===== config.mk =====
export PLATFORM = sky130hd
export DESIGN_NAME = flagged_integer_alu_top
export DESIGN_NICKNAME = d
export VERILOG_FILES = /design/src/hdl/fia_pkg.sv /design/src/hdl/flagged_integer_alu_top.sv
export SDC_FILE = /design/constraint.sdc
export NUM_CORES = 1
export LEC_CHECK = 0
export BUFFER_PORTS_ARGS = -buffer_cell sky130_fd_sc_hd__buf_4
export CORE_ASPECT_RATIO = 1.75
export CORE_MARGIN = 2
export CORE_UTILIZATION = 26
export CTS_BUF_LIST = sky130_fd_sc_hd__clkbuf_16
export DETAILED_ROUTE_END_ITERATION = 10
export GPL_ROUTABILITY_DRIVEN = 1
export GPL_TIMING_DRIVEN = 0
export HOLD_SLACK_MARGIN = 0.02
export PLACE_DENSITY_LB_ADDON = 0.3
export SYNTH_ARGS = -nofsm -noshare
export SYNTH_HDL_FRONTEND = slang
export SYNTH_SLANG_ARGS = --single-unit

===== constraint.sdc =====
create_clock -name i_clk -period 12.48 [get_ports i_clk]
set_input_delay 0.624 -clock i_clk [delete_from_list [all_inputs] [get_ports i_clk]]
set_output_delay 0.624 -clock i_clk [all_outputs]
set_load 0.02 [all_outputs]

===== src/hdl/fia_pkg.sv =====
`default_nettype none

package fia_pkg;

    localparam int DATA_WIDTH = 32;
    localparam int CNT_W      = $clog2(DATA_WIDTH);
    localparam int ACT_W      = 3;

    typedef enum logic [ACT_W-1:0] {
        OP_ADD = 3'd0,
        OP_SUB = 3'd1,
        OP_MUL = 3'd2,
        OP_DIV = 3'd3,
        OP_AND = 3'd4,
        OP_OR  = 3'd5,
        OP_SHL = 3'd6,
        OP_SHR = 3'd7
    } t_op;

endpackage

`default_nettype wire


===== src/hdl/flagged_integer_alu_top.sv =====
// integer alu with status flags, processed one bit per cycle
//
// input channel : i_in_valid / o_in_ready carry one beat of i_action,
//                 i_operand_a, i_operand_b
// output channel: o_out_valid / i_out_ready carry one beat of o_result and
//                 the zero, greater_zero, overflow and divide_by_zero flags
//
// every operation but a divide by zero runs through the same serial
// datapath in 32 steps, one bit (add, sub, logic, shifts), one multiplier
// bit (shift-add multiply) or one quotient bit (restoring divide) per cycle,
// then updates the result register and flags in the done state. a divide by
// zero skips the datapath and goes straight to the done state. one item is
// in work at a time: no new item is taken until the last one has committed.
// the finished beat sits in an output register, so the next item is taken
// while it waits. if the receiver stalls, the next item finishes its serial
// steps and then waits before committing until the output register is free.
// reset clears the result register, its flags and the control state.
`default_nettype none

module flagged_integer_alu_top
    import fia_pkg::*;
(
    input  wire logic                  i_clk,
    input  wire logic                  i_rst_n,
    input  wire logic                  i_in_valid,
    output logic                       o_in_ready,
    input  wire logic [ACT_W-1:0]      i_action,
    input  wire logic [DATA_WIDTH-1:0] i_operand_a,
    input  wire logic [DATA_WIDTH-1:0] i_operand_b,
    output logic                       o_out_valid,
    input  wire logic                  i_out_ready,
    output logic [DATA_WIDTH-1:0]      o_result,
    output logic                       o_zero,
    output logic                       o_greater_zero,
    output logic                       o_overflow,
    output logic                       o_divide_by_zero
);

    localparam logic [CNT_W-1:0] CNT_LAST = CNT_W'(DATA_WIDTH - 1);

    typedef enum logic [2:0] {
        S_IDLE = 3'b001,
        S_RUN  = 3'b010,
        S_DONE = 3'b100
    } t_state;

    t_state                r_state;
    logic [CNT_W-1:0]      r_cnt;
    t_op                   r_op;
    logic                  r_dz;
    logic                  r_cy;
    logic [DATA_WIDTH-1:0] r_a;
    logic [DATA_WIDTH-1:0] r_b;
    logic [DATA_WIDTH-1:0] r_acc;
    logic [DATA_WIDTH-1:0] r_res;

    // architectural state
    logic [DATA_WIDTH-1:0] r_hold;
    logic                  r_zf;
    logic                  r_pf;
    logic                  r_cf;

    // output beat register
    logic                  r_ovalid;
    logic [DATA_WIDTH-1:0] r_o_result;
    logic                  r_o_zf;
    logic                  r_o_pf;
    logic                  r_o_cf;
    logic                  r_o_df;

    logic [DATA_WIDTH-1:0] n_a;
    logic [DATA_WIDTH-1:0] n_b;
    logic [DATA_WIDTH-1:0] n_acc;
    logic [DATA_WIDTH-1:0] n_res;
    logic                  n_cy;
    logic [DATA_WIDTH-1:0] n_hold;
    logic                  n_zf;
    logic                  n_pf;
    logic                  n_cf;
    logic                  n_df;

    logic                  s_accept;
    logic                  s_commit;
    logic                  s_bx;
    logic                  s_bit;
    logic [DATA_WIDTH:0]   s_mul;
    logic [DATA_WIDTH:0]   s_rem;
    logic [DATA_WIDTH-1:0] s_diff;
    logic                  s_ge;

    assign o_in_ready = (r_state == S_IDLE);
    assign s_accept   = i_in_valid && o_in_ready;
    assign s_commit   = (r_state == S_DONE) && (!r_ovalid || i_out_ready);

    // one serial step of the datapath
    always_comb begin
        s_bx   = (r_op == OP_SUB) ? ~r_b[0] : r_b[0];
        s_mul  = {1'b0, r_acc} + (r_b[0] ? {1'b0, r_a} : '0);
        s_rem  = {r_acc, r_a[DATA_WIDTH-1]};
        s_ge   = (s_rem >= {1'b0, r_b});
        // only used when the partial remainder covers the divisor
        s_diff = s_rem[DATA_WIDTH-1:0] - r_b;
        n_a    = {1'b0, r_a[DATA_WIDTH-1:1]};
        n_b    = {1'b0, r_b[DATA_WIDTH-1:1]};
        n_acc  = r_acc;
        n_cy   = r_cy;
        s_bit  = 1'b0;
        unique case (r_op)
            OP_ADD, OP_SUB: begin
                s_bit = r_a[0] ^ s_bx ^ r_cy;
                n_cy  = (r_a[0] & s_bx) | (r_cy & (r_a[0] ^ s_bx));
            end
            OP_MUL: begin
                n_a   = r_a;
                n_acc = s_mul[DATA_WIDTH:1];
                s_bit = s_mul[0];
            end
            OP_DIV: begin
                n_a   = {r_a[DATA_WIDTH-2:0], 1'b0};
                n_b   = r_b;
                n_acc = s_ge ? s_diff : s_rem[DATA_WIDTH-1:0];
                s_bit = s_ge;
            end
            OP_AND: s_bit = r_a[0] & r_b[0];
            OP_OR:  s_bit = r_a[0] | r_b[0];
            OP_SHL: begin
                // carry holds the previous operand bit, ends as the top bit
                s_bit = r_cy;
                n_cy  = r_a[0];
            end
            OP_SHR: s_bit = r_a[1];
            default: s_bit = 1'b0;
        endcase
        // quotient fills from the bottom, everything else from the top
        if (r_op == OP_DIV) begin
            n_res = {r_res[DATA_WIDTH-2:0], s_bit};
        end else begin
            n_res = {s_bit, r_res[DATA_WIDTH-1:1]};
        end
    end

    // result register and flag update at the end of an item
    always_comb begin
        n_hold = r_hold;
        n_zf   = r_zf;
        n_pf   = r_pf;
        n_cf   = r_cf;
        n_df   = 1'b1;
        if (!r_dz) begin
            n_hold = r_res;
            n_zf   = (r_res == '0);
            n_pf   = (r_res != '0);
            n_df   = 1'b0;
            unique case (r_op)
                OP_ADD:  n_cf = r_cy;
                OP_SUB:  n_cf = ~r_cy;
                OP_SHL:  n_cf = r_cy;
                OP_MUL:  n_cf = r_cf;
                default: n_cf = 1'b0;
            endcase
        end
    end

    always_ff @(posedge i_clk) begin
        if (!i_rst_n) begin
            r_state  <= S_IDLE;
            r_cnt    <= '0;
            r_dz     <= 1'b0;
            r_hold   <= '0;
            r_zf     <= 1'b0;
            r_pf     <= 1'b0;
            r_cf     <= 1'b0;
            r_ovalid <= 1'b0;
        end else begin
            unique case (r_state)
                S_IDLE: begin
                    if (s_accept) begin
                        r_cnt <= '0;
                        if (t_op'(i_action) == OP_DIV && i_operand_b == '0) begin
                            r_dz    <= 1'b1;
                            r_state <= S_DONE;
                        end else begin
                            r_dz    <= 1'b0;
                            r_state <= S_RUN;
                        end
                    end
                end
                S_RUN: begin
                    r_cnt <= r_cnt + 1'b1;
                    if (r_cnt == CNT_LAST) begin
                        r_state <= S_DONE;
                    end
                end
                S_DONE: begin
                    if (s_commit) begin
                        r_hold  <= n_hold;
                        r_zf    <= n_zf;
                        r_pf    <= n_pf;
                        r_cf    <= n_cf;
                        r_state <= S_IDLE;
                    end
                end
                default: r_state <= S_IDLE;
            endcase
            if (s_commit) begin
                r_ovalid <= 1'b1;
            end else if (i_out_ready) begin
                r_ovalid <= 1'b0;
            end
        end
    end

    // datapath and output beat payload
    always_ff @(posedge i_clk) begin
        if (s_accept) begin
            r_op  <= t_op'(i_action);
            r_a   <= i_operand_a;
            r_b   <= i_operand_b;
            r_acc <= '0;
            r_res <= '0;
            r_cy  <= (t_op'(i_action) == OP_SUB);
        end else if (r_state == S_RUN) begin
            r_a   <= n_a;
            r_b   <= n_b;
            r_acc <= n_acc;
            r_res <= n_res;
            r_cy  <= n_cy;
        end
        if (s_commit) begin
            r_o_result <= n_hold;
            r_o_zf     <= n_zf;
            r_o_pf     <= n_pf;
            r_o_cf     <= n_cf;
            r_o_df     <= n_df;
        end
    end

    assign o_out_valid      = r_ovalid;
    assign o_result         = r_o_result;
    assign o_zero           = r_o_zf;
    assign o_greater_zero   = r_o_pf;
    assign o_overflow       = r_o_cf;
    assign o_divide_by_zero = r_o_df;

endmodule

`default_nettype wire


==> flow_summary.html, run 1 <==
<table>
<tr><th>Metric</th><th>Value</th></tr>
<tr><th colspan="2">Min path</th></tr>
<tr><td>Worst Hold Endpoint</td><td>r_op[0]$_DFFE_PP_</td></tr>
<tr><td>Number of stages on the worst hold path</td><td>1</td></tr>
<tr><td>Worst min-delay path startpoint</td><td>i_action[0]</td></tr>
<tr><td>Hold WC Path Type</td><td>primary input to flop</td></tr>
<tr><th colspan="2">Worst setup path</th></tr>
<tr><td>Endpoint class of the critical path</td><td>flop</td></tr>
<tr><td>Crit-path leading delay family</td><td>compound AO/OA/AOI/OAI gates</td></tr>
<tr><td>Crit start category</td><td>flop</td></tr>
<tr><td>Type of the worst setup path</td><td>flop to flop</td></tr>
<tr><td>Startpoint of the worst-slack reg-to-reg timing path</td><td>r_b[0]$_DFFE_PP_</td></tr>
<tr><td>Crit path top cell by count</td><td>a21oi_1</td></tr>
<tr><td>Buf+Inv Stages, Crit Path</td><td>1</td></tr>
<tr><td>Delay of the slowest cell on the worst path</td><td>0.67 ns</td></tr>
<tr><td>Count of cells along the worst register-to-register path</td><td>13</td></tr>
<tr><td>Critical path data arrival time</td><td>approximately 4.4 ns</td></tr>
<tr><td>Flop-to-flop setup slack</td><td>8.47 ns</td></tr>
<tr><td>Capture instance of the worst register-to-register path</td><td>r_acc[31]$_SDFFE_PP0P_</td></tr>
<tr><td>Maximum net fanout on the critical path</td><td>10</td></tr>
<tr><td>CP required</td><td>~13 ns</td></tr>
<tr><td>Cell Chain, Critical Path</td><td>clkbuf_1, and2_1, ha_1, nand2b_1, a21oi_1, o31a_1, a221o_1, nand4_1, a21oi_1, a21oi_1, a21oi_1, a2111oi_0, o21ai_0</td></tr>
<tr><td>Critical-path cell with the highest stage delay</td><td>edfxtp_1</td></tr>
<tr><th colspan="2">Timing</th></tr>
<tr><td>Count of final max-slew check failures</td><td>0</td></tr>
<tr><td>Minimum clock period</td><td>approximately 4 ns</td></tr>
<tr><td>Final Hold Viols</td><td>0</td></tr>
<tr><td>Worst Tran Pin Value</td><td>roughly 1.1 ns</td></tr>
<tr><td>Max Clk Rate</td><td>~250 MHz</td></tr>
<tr><td>Slew Limit Headroom</td><td>a little over a quarter</td></tr>
<tr><td>Setup repair after global routing missed its margin</td><td>no</td></tr>
<tr><td>Maximum clock skew at final layout</td><td>around 0.019 ns</td></tr>
<tr><td>Number of setup violations in the final report</td><td>0</td></tr>
<tr><td>Setup_tns</td><td>0 ns</td></tr>
<tr><td>Post-route fraction of the period consumed by the critical path</td><td>32.1%</td></tr>
<tr><th colspan="2">Final layout</th></tr>
<tr><td>Fraction of the core area covered by cells at the end of the flow</td><td>between 30 and 40%</td></tr>
<tr><td>Final #Nets</td><td>1717</td></tr>
<tr><td>Register area</td><td>0.00531 mm²</td></tr>
<tr><td>Area occupied by multi-input gates</td><td>0.00739 mm²</td></tr>
<tr><td>Area grow syn2layout</td><td>19.1%</td></tr>
<tr><td>Commonest non-fill, non-tap cells in the layout</td><td>155 x nand2_1, 141 x o21ai_0, 109 x buf_4, 109 x dfxtp_1, 104 x edfxtp_1</td></tr>
<tr><td>Most frequent standard cell in the layout excluding fill and tap cells</td><td>nand2_1</td></tr>
<tr><td>Ant. Diodes</td><td>0</td></tr>
<tr><td>Fraction of final layout cells sized beyond drive strength 1</td><td>between 10% and 20%</td></tr>
<tr><td>Number of fill cells in the layout</td><td>5293</td></tr>
<tr><th colspan="2">Place</th></tr>
<tr><td>Number of buffer cells added on primary ports</td><td>107</td></tr>
<tr><td>HPWL after detailed placement</td><td>around 38000 µm</td></tr>
<tr><td>Routability congestion estimate from global placement</td><td>0.925</td></tr>
<tr><th colspan="2">Run status</th></tr>
<tr><td>Result of the run</td><td>completed</td></tr>
<tr><th colspan="2">Drt</th></tr>
<tr><td>Wire length reported by the detailed router</td><td>47400 µm</td></tr>
<tr><td>Total number of vias</td><td>approximately 12k</td></tr>
<tr><td>Number of remaining DRC errors</td><td>0</td></tr>
<tr><td>Drt initial violations</td><td>between 600 and 700</td></tr>
<tr><td>Post-route ant nets</td><td>0</td></tr>
<tr><td>Avg WL per Cell</td><td>around 21 µm</td></tr>
<tr><td>Avg Vias per Cell</td><td>just over 5</td></tr>
<tr><td>Total iterations of the first detailed-routing run</td><td>5</td></tr>
<tr><th colspan="2">Floorplan</th></tr>
<tr><td>Core Region</td><td>between 0.05 and 0.06 mm²</td></tr>
<tr><td>Area enclosed by the die boundary</td><td>0.0527 mm²</td></tr>
<tr><td>Row count</td><td>around 110</td></tr>
<tr><td>I/O pin count</td><td>109</td></tr>
<tr><td>Initial core utilization</td><td>between 20% and 30%</td></tr>
<tr><td>Vertical extent of the die</td><td>~300 µm</td></tr>
<tr><td>Overall die width</td><td>~170 µm</td></tr>
<tr><th colspan="2">Pwr</th></tr>
<tr><td>LEAKAGE</td><td>approximately 6.7 nW</td></tr>
<tr><td>Pwr dens</td><td>~120 mW/mm²</td></tr>
<tr><td>IR Drop Worst-Case VDD</td><td>0.0000889 V</td></tr>
<tr><th colspan="2">CTS</th></tr>
<tr><td>Hold buffer count at cts</td><td>0</td></tr>
<tr><td>Insertion delay to the later sink of the worst-skew pair</td><td>about 0.54 ns</td></tr>
<tr><td>CTS H-Tree Depth</td><td>1</td></tr>
<tr><td>Clock-pin transition on the worst setup and hold timing paths</td><td>around 0.07 ns</td></tr>
<tr><td>Number of buffers created by CTS</td><td>23</td></tr>
<tr><td>Longest Clk Path Bufs</td><td>3</td></tr>
<tr><td>Clock tree from TritonCTS</td><td>done</td></tr>
<tr><td>Number of setup buffers added after CTS</td><td>0</td></tr>
<tr><td>Clock root buffer</td><td>clkbuf_16</td></tr>
<tr><td>Clock tree sinks</td><td>213</td></tr>
<tr><td>CTS resizes</td><td>0</td></tr>
<tr><th colspan="2">Global routing</th></tr>
<tr><td>Number of global-route vias before repair</td><td>between 10k and 15k</td></tr>
<tr><td>Antenna violations before repair</td><td>0</td></tr>
<tr><td>Grt total ovfl</td><td>0</td></tr>
<tr><td>GR Util All Layers</td><td>about 18%</td></tr>
<tr><td>Largest net degree at the start of global routing</td><td>39</td></tr>
<tr><td>Wire length of the first global-routing pass</td><td>~71000 µm</td></tr>
<tr><th colspan="2">Yosys</th></tr>
<tr><td>Area of the mapped netlist</td><td>roughly 0.013 mm²</td></tr>
<tr><td>Syn. warnings</td><td>0</td></tr>
<tr><td>Gate count of the mapped netlist</td><td>around 1.4k</td></tr>
<tr><td>Average size of a mapped cell</td><td>9.16 µm²</td></tr>
<tr><td>Area leader, netlist</td><td>edfxtp_1</td></tr>
<tr><td>Number of distinct standard cells referenced by the synthesized netlist</td><td>just under 70</td></tr>
<tr><td>Top cells by area, synth</td><td>edfxtp_1 24%, dfxtp_1 17%, ha_1 6.3%, o21ai_0 5.4%, nand2_1 4.4%</td></tr>
<tr><td>Seq/Total Area, Yosys</td><td>approximately two fifths</td></tr>
<tr><td>Ys async rst share</td><td>0%</td></tr>
<tr><td>Number of register bits inferred by synthesis</td><td>between 200 and 250</td></tr>
<tr><td>Primary FF master, synth</td><td>dfxtp_1</td></tr>
<tr><td>Synth Net Count</td><td>1582</td></tr>
<tr><td>Area fraction of the dominant cell type after synthesis</td><td>a little under a quarter</td></tr>
<tr><td>Number of synthesized flops with an enable pin</td><td>around 100</td></tr>
<tr><th colspan="2">Run</th></tr>
<tr><td>Max capacitance violation total</td><td>0</td></tr>
</table>
## report_power, final
group / leakage [nW] / internal (mW) / switching, mW
Clock: 0.407 / 0.420 / 0.315
Combinational: 4.39 / 0.109 / 0.188
Sequential: 1.86 / 0.770 / 0.0255
## synthesized netlist by cell type (all sizes together) (5+ instances only)
library cell,number
o21a,10
o31a,5
buf,15
a211oi,7
or3b,33
a31oi,42
nor3,16
o211ai,13
edfxtp,104
nand2b,12
nand2,155
inv,53
o211a,32
o21ai,144
clkbuf,68
nor4,17
mux2,43
nor2b,9
a21boi,7
mux2i,50
and2,36
dfxtp,109
ha,67
a21oi,79
o221ai,5
nor2,88
xnor2,35
a21o,41
a31o,5
xor2,17
nand3,52
and3,11
nand4,11
## flip-flops by register name, summed over array words and instances, names as in the netlist
name	cells
r_res	32
o_out_valid	1
r_dz	1
r_op	3
r_cf	1
o_zero	1
o_result	32
r_a	32
o_overflow	1
r_cnt	5
r_hold	32
r_state	3
o_greater_zero	1
o_divide_by_zero	1
r_b	32
r_zf	1
r_acc	32
r_pf	1
r_cy	1
## area by class of cell
| class | instances | area share [%] |
|---|---|---|
| tap | 666 | 5.30 |
| buffer | 83 | 2.14 |
| multi-input combinational | 1092 | 47.0 |
| clock inverter | 16 | 0.923 |
| timing repair buffer | 110 | 5.49 |
| inverter | 53 | 1.27 |
| clock buffer | 26 | 4.14 |
| sequential | 213 | 33.7 |
## through the flow
stage / worst slack, ns / instances / power, mW / hold WS, ns / instance area [µm²]
final: 8.47 / 2259 / 1.83 / 0.273 / 15700
after global routing: 8.10 / 2259 / 1.90 / 0.254 / 15700
after CTS: 8.47 / 2259 / 1.84 / 0.250 / 15700
after detailed placement: 8.50 / 2217 / 1.11 / 0.444 / 14900
after global placement: 6.53 / 2214 / 1.10 / 0.444 / 14800
after floorplan: 8.46 / 1441 / 0.989 / 0.424 / 13200
## cell families (layout without fill, tap and decap cells)
group           after synthesis  after routing  share of synthesized area, %
simple gates                457            457                          17.2
flops                       213            213                          40.2
buf+inv                     136            288                          4.05
fa+ha+maj                    70             70                          6.80
mux                          93             93                          7.60
compound gates              420            420                          20.7
xor+xnor                     52             52                          3.45
## worst max path at each step
stage	end	cells past startpoint	startpoint
4_1_cts	r_acc[19]$_SDFFE_PP0P_	13	r_b[0]$_DFFE_PP_
2_1_floorplan	r_b[0]$_DFFE_PP_	6	r_op[2]$_DFFE_PP_
6_report	r_acc[31]$_SDFFE_PP0P_	13	r_b[0]$_DFFE_PP_
5_1_grt	r_acc[31]$_SDFFE_PP0P_	13	r_b[0]$_DFFE_PP_
3_5_place_dp	r_acc[31]$_SDFFE_PP0P_	13	r_b[0]$_DFFE_PP_
3_3_place_gp	r_b[31]$_SDFFCE_PN0P_	6	r_op[2]$_DFFE_PP_
## worst reg2reg max path, cell delays in order (launching register included)
cell       delay [ns]
edfxtp_1         0.67
clkbuf_1         0.35
and2_1           0.27
ha_1             0.29
nand2b_1         0.14
a21oi_1          0.12
o31a_1           0.37
a221o_1          0.46
nand4_1          0.14
a21oi_1          0.12
a21oi_1          0.19
a21oi_1          0.14
a2111oi_0        0.50
o21ai_0          0.13
## layer usage
layer | global-route usage (%) | up-vias | routed length, µm
li1 | - | 5563 | -
met1 | 16.4 | 5558 | 15800
met2 | 35.9 | 297 | 26700
met3 | 1.68 | 131 | 1490
met4 | 11.9 | 0 | 3460
met5 | 0 | - | 0
Power figures use the tool's default switching activity.
==> run 2: changes to the inputs <==
Clock period 12.48 ns to 3.9 ns, I/O delays scaled along.
==> run 2 against run 1 <==
Against the previous run: critical path depth grew 1; wire length shrank 0.47%; register-to-register slack lost 8.3 ns; clock-buffer cell count shrank 2; combinational power grew to 3.4 times the previous value; fmax grew 7.5%; non-clock buffer count grew 54; flip-flop and latch count is the same; first-iteration DRC count shrank 0.61%.
==> flow_summary.html, run 2 (same netlist as run 1, synthesis figures left out) <==
<table>
<tr><th>Metric</th><th>Value</th></tr>
<tr><th colspan="2">Min path</th></tr>
<tr><td>Hold WC Path Type</td><td>primary input to flop</td></tr>
<tr><td>Number of stages on the worst hold path</td><td>3</td></tr>
<tr><td>Worst Hold Endpoint</td><td>r_a[16]$_DFFE_PP_</td></tr>
<tr><td>Worst min-delay path startpoint</td><td>i_operand_a[16]</td></tr>
<tr><th colspan="2">Pwr</th></tr>
<tr><td>Total power of the final layout</td><td>~6 mW</td></tr>
<tr><td>Switching share of power</td><td>28.8%</td></tr>
<tr><td>Sequential fraction of design power</td><td>between 40% and 50%</td></tr>
<tr><td>IR Drop Worst-Case VDD</td><td>0.000285 V</td></tr>
<tr><td>Sw Pwr</td><td>about 1.7 mW</td></tr>
<tr><td>Clock network fraction of design power</td><td>around 40%</td></tr>
<tr><td>Pwr dens</td><td>361 mW/mm²</td></tr>
<tr><td>LEAKAGE</td><td>between 6 and 7 nW</td></tr>
<tr><td>Int Power</td><td>around 4.2 mW</td></tr>
<tr><td>Comb power frac</td><td>between 10% and 20%</td></tr>
<tr><th colspan="2">Worst setup path</th></tr>
<tr><td>Crit path top cell by count</td><td>o31a_1</td></tr>
<tr><td>Delay of the slowest cell on the worst path</td><td>0.50 ns</td></tr>
<tr><td>Capture instance of the worst register-to-register path</td><td>r_acc[19]$_SDFFE_PP0P_</td></tr>
<tr><td>Buf+Inv Stages, Crit Path</td><td>1</td></tr>
<tr><td>Count of cells along the worst register-to-register path</td><td>14</td></tr>
<tr><td>Type of the worst setup path</td><td>flop to flop</td></tr>
<tr><td>Cell Chain, Critical Path</td><td>and2_1, ha_1, inv_1, fa_1, nand2b_1, a21oi_1, o31a_1, a221o_1, nand3_1, o31a_1, o21ai_0, xnor2_1, o22ai_1, a21o_1</td></tr>
<tr><td>Critical path launch point</td><td>r_a[0]$_DFFE_PP_</td></tr>
<tr><td>Startpoint of the worst-slack reg-to-reg timing path</td><td>r_a[0]$_DFFE_PP_</td></tr>
<tr><td>Flop-to-flop setup slack</td><td>approximately 0.17 ns</td></tr>
<tr><td>CP required</td><td>around 4.3 ns</td></tr>
<tr><td>Crit-path leading delay family</td><td>compound AO/OA/AOI/OAI gates</td></tr>
<tr><td>Critical-path cell with the highest stage delay</td><td>edfxtp_1</td></tr>
<tr><td>Critical path data arrival time</td><td>around 4.2 ns</td></tr>
<tr><td>Maximum net fanout on the critical path</td><td>4</td></tr>
<tr><td>Crit start category</td><td>flop</td></tr>
<tr><td>Endpoint class of the critical path</td><td>flop</td></tr>
<tr><th colspan="2">Drt</th></tr>
<tr><td>Wire length reported by the detailed router</td><td>around 47000 µm</td></tr>
<tr><td>Number of remaining DRC errors</td><td>0</td></tr>
<tr><td>Avg Vias per Cell</td><td>5.08</td></tr>
<tr><td>Total number of vias</td><td>~12k</td></tr>
<tr><td>Avg WL per Cell</td><td>slightly above 20 µm</td></tr>
<tr><td>Post-route ant nets</td><td>0</td></tr>
<tr><td>Total iterations of the first detailed-routing run</td><td>7</td></tr>
<tr><td>Drt initial violations</td><td>between 600 and 700</td></tr>
<tr><th colspan="2">Timing</th></tr>
<tr><td>Final Hold Viols</td><td>0</td></tr>
<tr><td>Post-route fraction of the period consumed by the critical path</td><td>between 90% and 100%</td></tr>
<tr><td>Number of setup violations in the final report</td><td>0</td></tr>
<tr><td>Setup repair after global routing missed its margin</td><td>no</td></tr>
<tr><td>Slew Limit Headroom</td><td>a little over a quarter</td></tr>
<tr><td>Worst Tran Pin Value</td><td>approximately 1.1 ns</td></tr>
<tr><td>Minimum clock period</td><td>3.73 ns</td></tr>
<tr><td>Max Clk Rate</td><td>around 270 MHz</td></tr>
<tr><td>Count of final max-slew check failures</td><td>0</td></tr>
<tr><td>Maximum clock skew at final layout</td><td>about 0.017 ns</td></tr>
<tr><th colspan="2">Global routing</th></tr>
<tr><td>Grt total ovfl</td><td>0</td></tr>
<tr><td>GR Util All Layers</td><td>roughly 18%</td></tr>
<tr><td>Number of global-route vias before repair</td><td>about 12k</td></tr>
<tr><td>Antenna violations before repair</td><td>0</td></tr>
<tr><td>Wire length of the first global-routing pass</td><td>70300 µm</td></tr>
<tr><td>Largest net degree at the start of global routing</td><td>34</td></tr>
<tr><th colspan="2">CTS</th></tr>
<tr><td>Clock tree sinks</td><td>213</td></tr>
<tr><td>Clock tree from TritonCTS</td><td>done</td></tr>
<tr><td>Clock root buffer</td><td>clkbuf_16</td></tr>
<tr><td>Insertion delay to the later sink of the worst-skew pair</td><td>around 0.53 ns</td></tr>
<tr><td>Clock-pin transition on the worst setup and hold timing paths</td><td>about 0.070 ns</td></tr>
<tr><td>Longest Clk Path Bufs</td><td>3</td></tr>
<tr><td>CTS H-Tree Depth</td><td>1</td></tr>
<tr><td>Number of buffers created by CTS</td><td>22</td></tr>
<tr><th colspan="2">Final layout</th></tr>
<tr><td>Most frequent standard cell in the layout excluding fill and tap cells</td><td>nand2_1</td></tr>
<tr><td>Fraction of the core area covered by cells at the end of the flow</td><td>about a third</td></tr>
<tr><td>Fraction of final layout cells sized beyond drive strength 1</td><td>15.6%</td></tr>
<tr><td>Commonest non-fill, non-tap cells in the layout</td><td>155 x nand2_1, 141 x o21ai_0, 113 x buf_4, 109 x dfxtp_1, 104 x edfxtp_1</td></tr>
<tr><td>Final #Nets</td><td>1770</td></tr>
<tr><td>Area grow syn2layout</td><td>23.0%</td></tr>
<tr><td>Ant. Diodes</td><td>0</td></tr>
<tr><th colspan="2">Run status</th></tr>
<tr><td>Result of the run</td><td>completed</td></tr>
<tr><th colspan="2">Run</th></tr>
<tr><td>Max capacitance violation total</td><td>0</td></tr>
<tr><th colspan="2">Floorplan</th></tr>
<tr><td>Initial core utilization</td><td>between 20% and 30%</td></tr>
<tr><td>Core Region</td><td>0.0503 mm²</td></tr>
<tr><td>Row count</td><td>109</td></tr>
<tr><td>I/O pin count</td><td>between 100 and 150</td></tr>
<tr><td>Overall die width</td><td>174 µm</td></tr>
<tr><td>Vertical extent of the die</td><td>~300 µm</td></tr>
<tr><td>Area enclosed by the die boundary</td><td>approximately 0.053 mm²</td></tr>
<tr><th colspan="2">Place</th></tr>
<tr><td>Routability congestion estimate from global placement</td><td>roughly 0.91</td></tr>
<tr><td>HPWL after detailed placement</td><td>~38000 µm</td></tr>
<tr><td>Number of buffer cells added on primary ports</td><td>approximately 110</td></tr>
</table>
==> run 2: final cells by class <==
| type | instances | area [µm²] |
|---|---|---|
| clock buffer | 24 | 601 |
| timing repair buffer | 164 | 1390 |
| tap | 666 | 833 |
| multi-input combinational | 1092 | 7390 |
| fill | 5295 | 34100 |
| sequential | 213 | 5310 |
| clock inverter | 16 | 170 |
| inverter | 53 | 199 |
| buffer | 83 | 339 |
==> run 2: worst min-delay path: cells and delay by family <==
kind            cells  cell delay (ns)
compound gates      1             0.13
buf+inv             1             0.08
simple gates        1             0.04
==> run 2: worst max-delay path by stage <==
stage,depth (start not counted),to
floorplan,3,r_a[0]$_DFFE_PP_
global placement,3,r_a[7]$_DFFE_PP_
detailed placement,6,r_b[28]$_DFFE_PP_
CTS,14,r_acc[31]$_SDFFE_PP0P_
global route,14,r_acc[31]$_SDFFE_PP0P_
finish,14,r_acc[19]$_SDFFE_PP0P_
==> run 2: power by group through the flow <==
| stage | clock, mW | combinational (mW) | sequential [mW] |
|---|---|---|---|
| final | 2.32 | 1.00 | 2.54 |
| after global routing | 2.45 | 1.10 | 2.55 |
| after CTS | 2.38 | 1.00 | 2.54 |
| after detailed placement | 0 | 0.947 | 2.60 |
| after global placement | 0 | 0.921 | 2.60 |
| after floorplan | 0 | 0.611 | 2.55 |
==> run 2: layer usage <==
layer	up-vias	GRT usage [%]	wire length (µm)
li1	5666	-	-
met1	5674	16.1	15900
met2	284	35.9	26700
met3	121	1.51	1190
met4	0	11.6	3400
met5	-	0	0
==> run 2: stage by stage <==
step	std cells	hold slack [ns]	worst slack, ns	TNS, ns	cell area (µm²)
after CTS	2309	0.0213	0.120	0	16200
final	2311	0.0403	0.171	0	16200
after global routing	2311	0.0380	0.00322	0	16200
after detailed placement	2217	0.389	-0.115	-0.696	14900
after global placement	2214	0.388	-1.26	-71.60	14800
after floorplan	1441	0.294	0.0979	0	13200
==> run 2: timing repair <==
item,4_1_cts,5_1_grt
endpoints found under the hold margin,50,0
resized for setup,1,5
cloned,0,0
hold buffers,50,0
buffers inserted,2,2
setup endpoints to repair,14,6
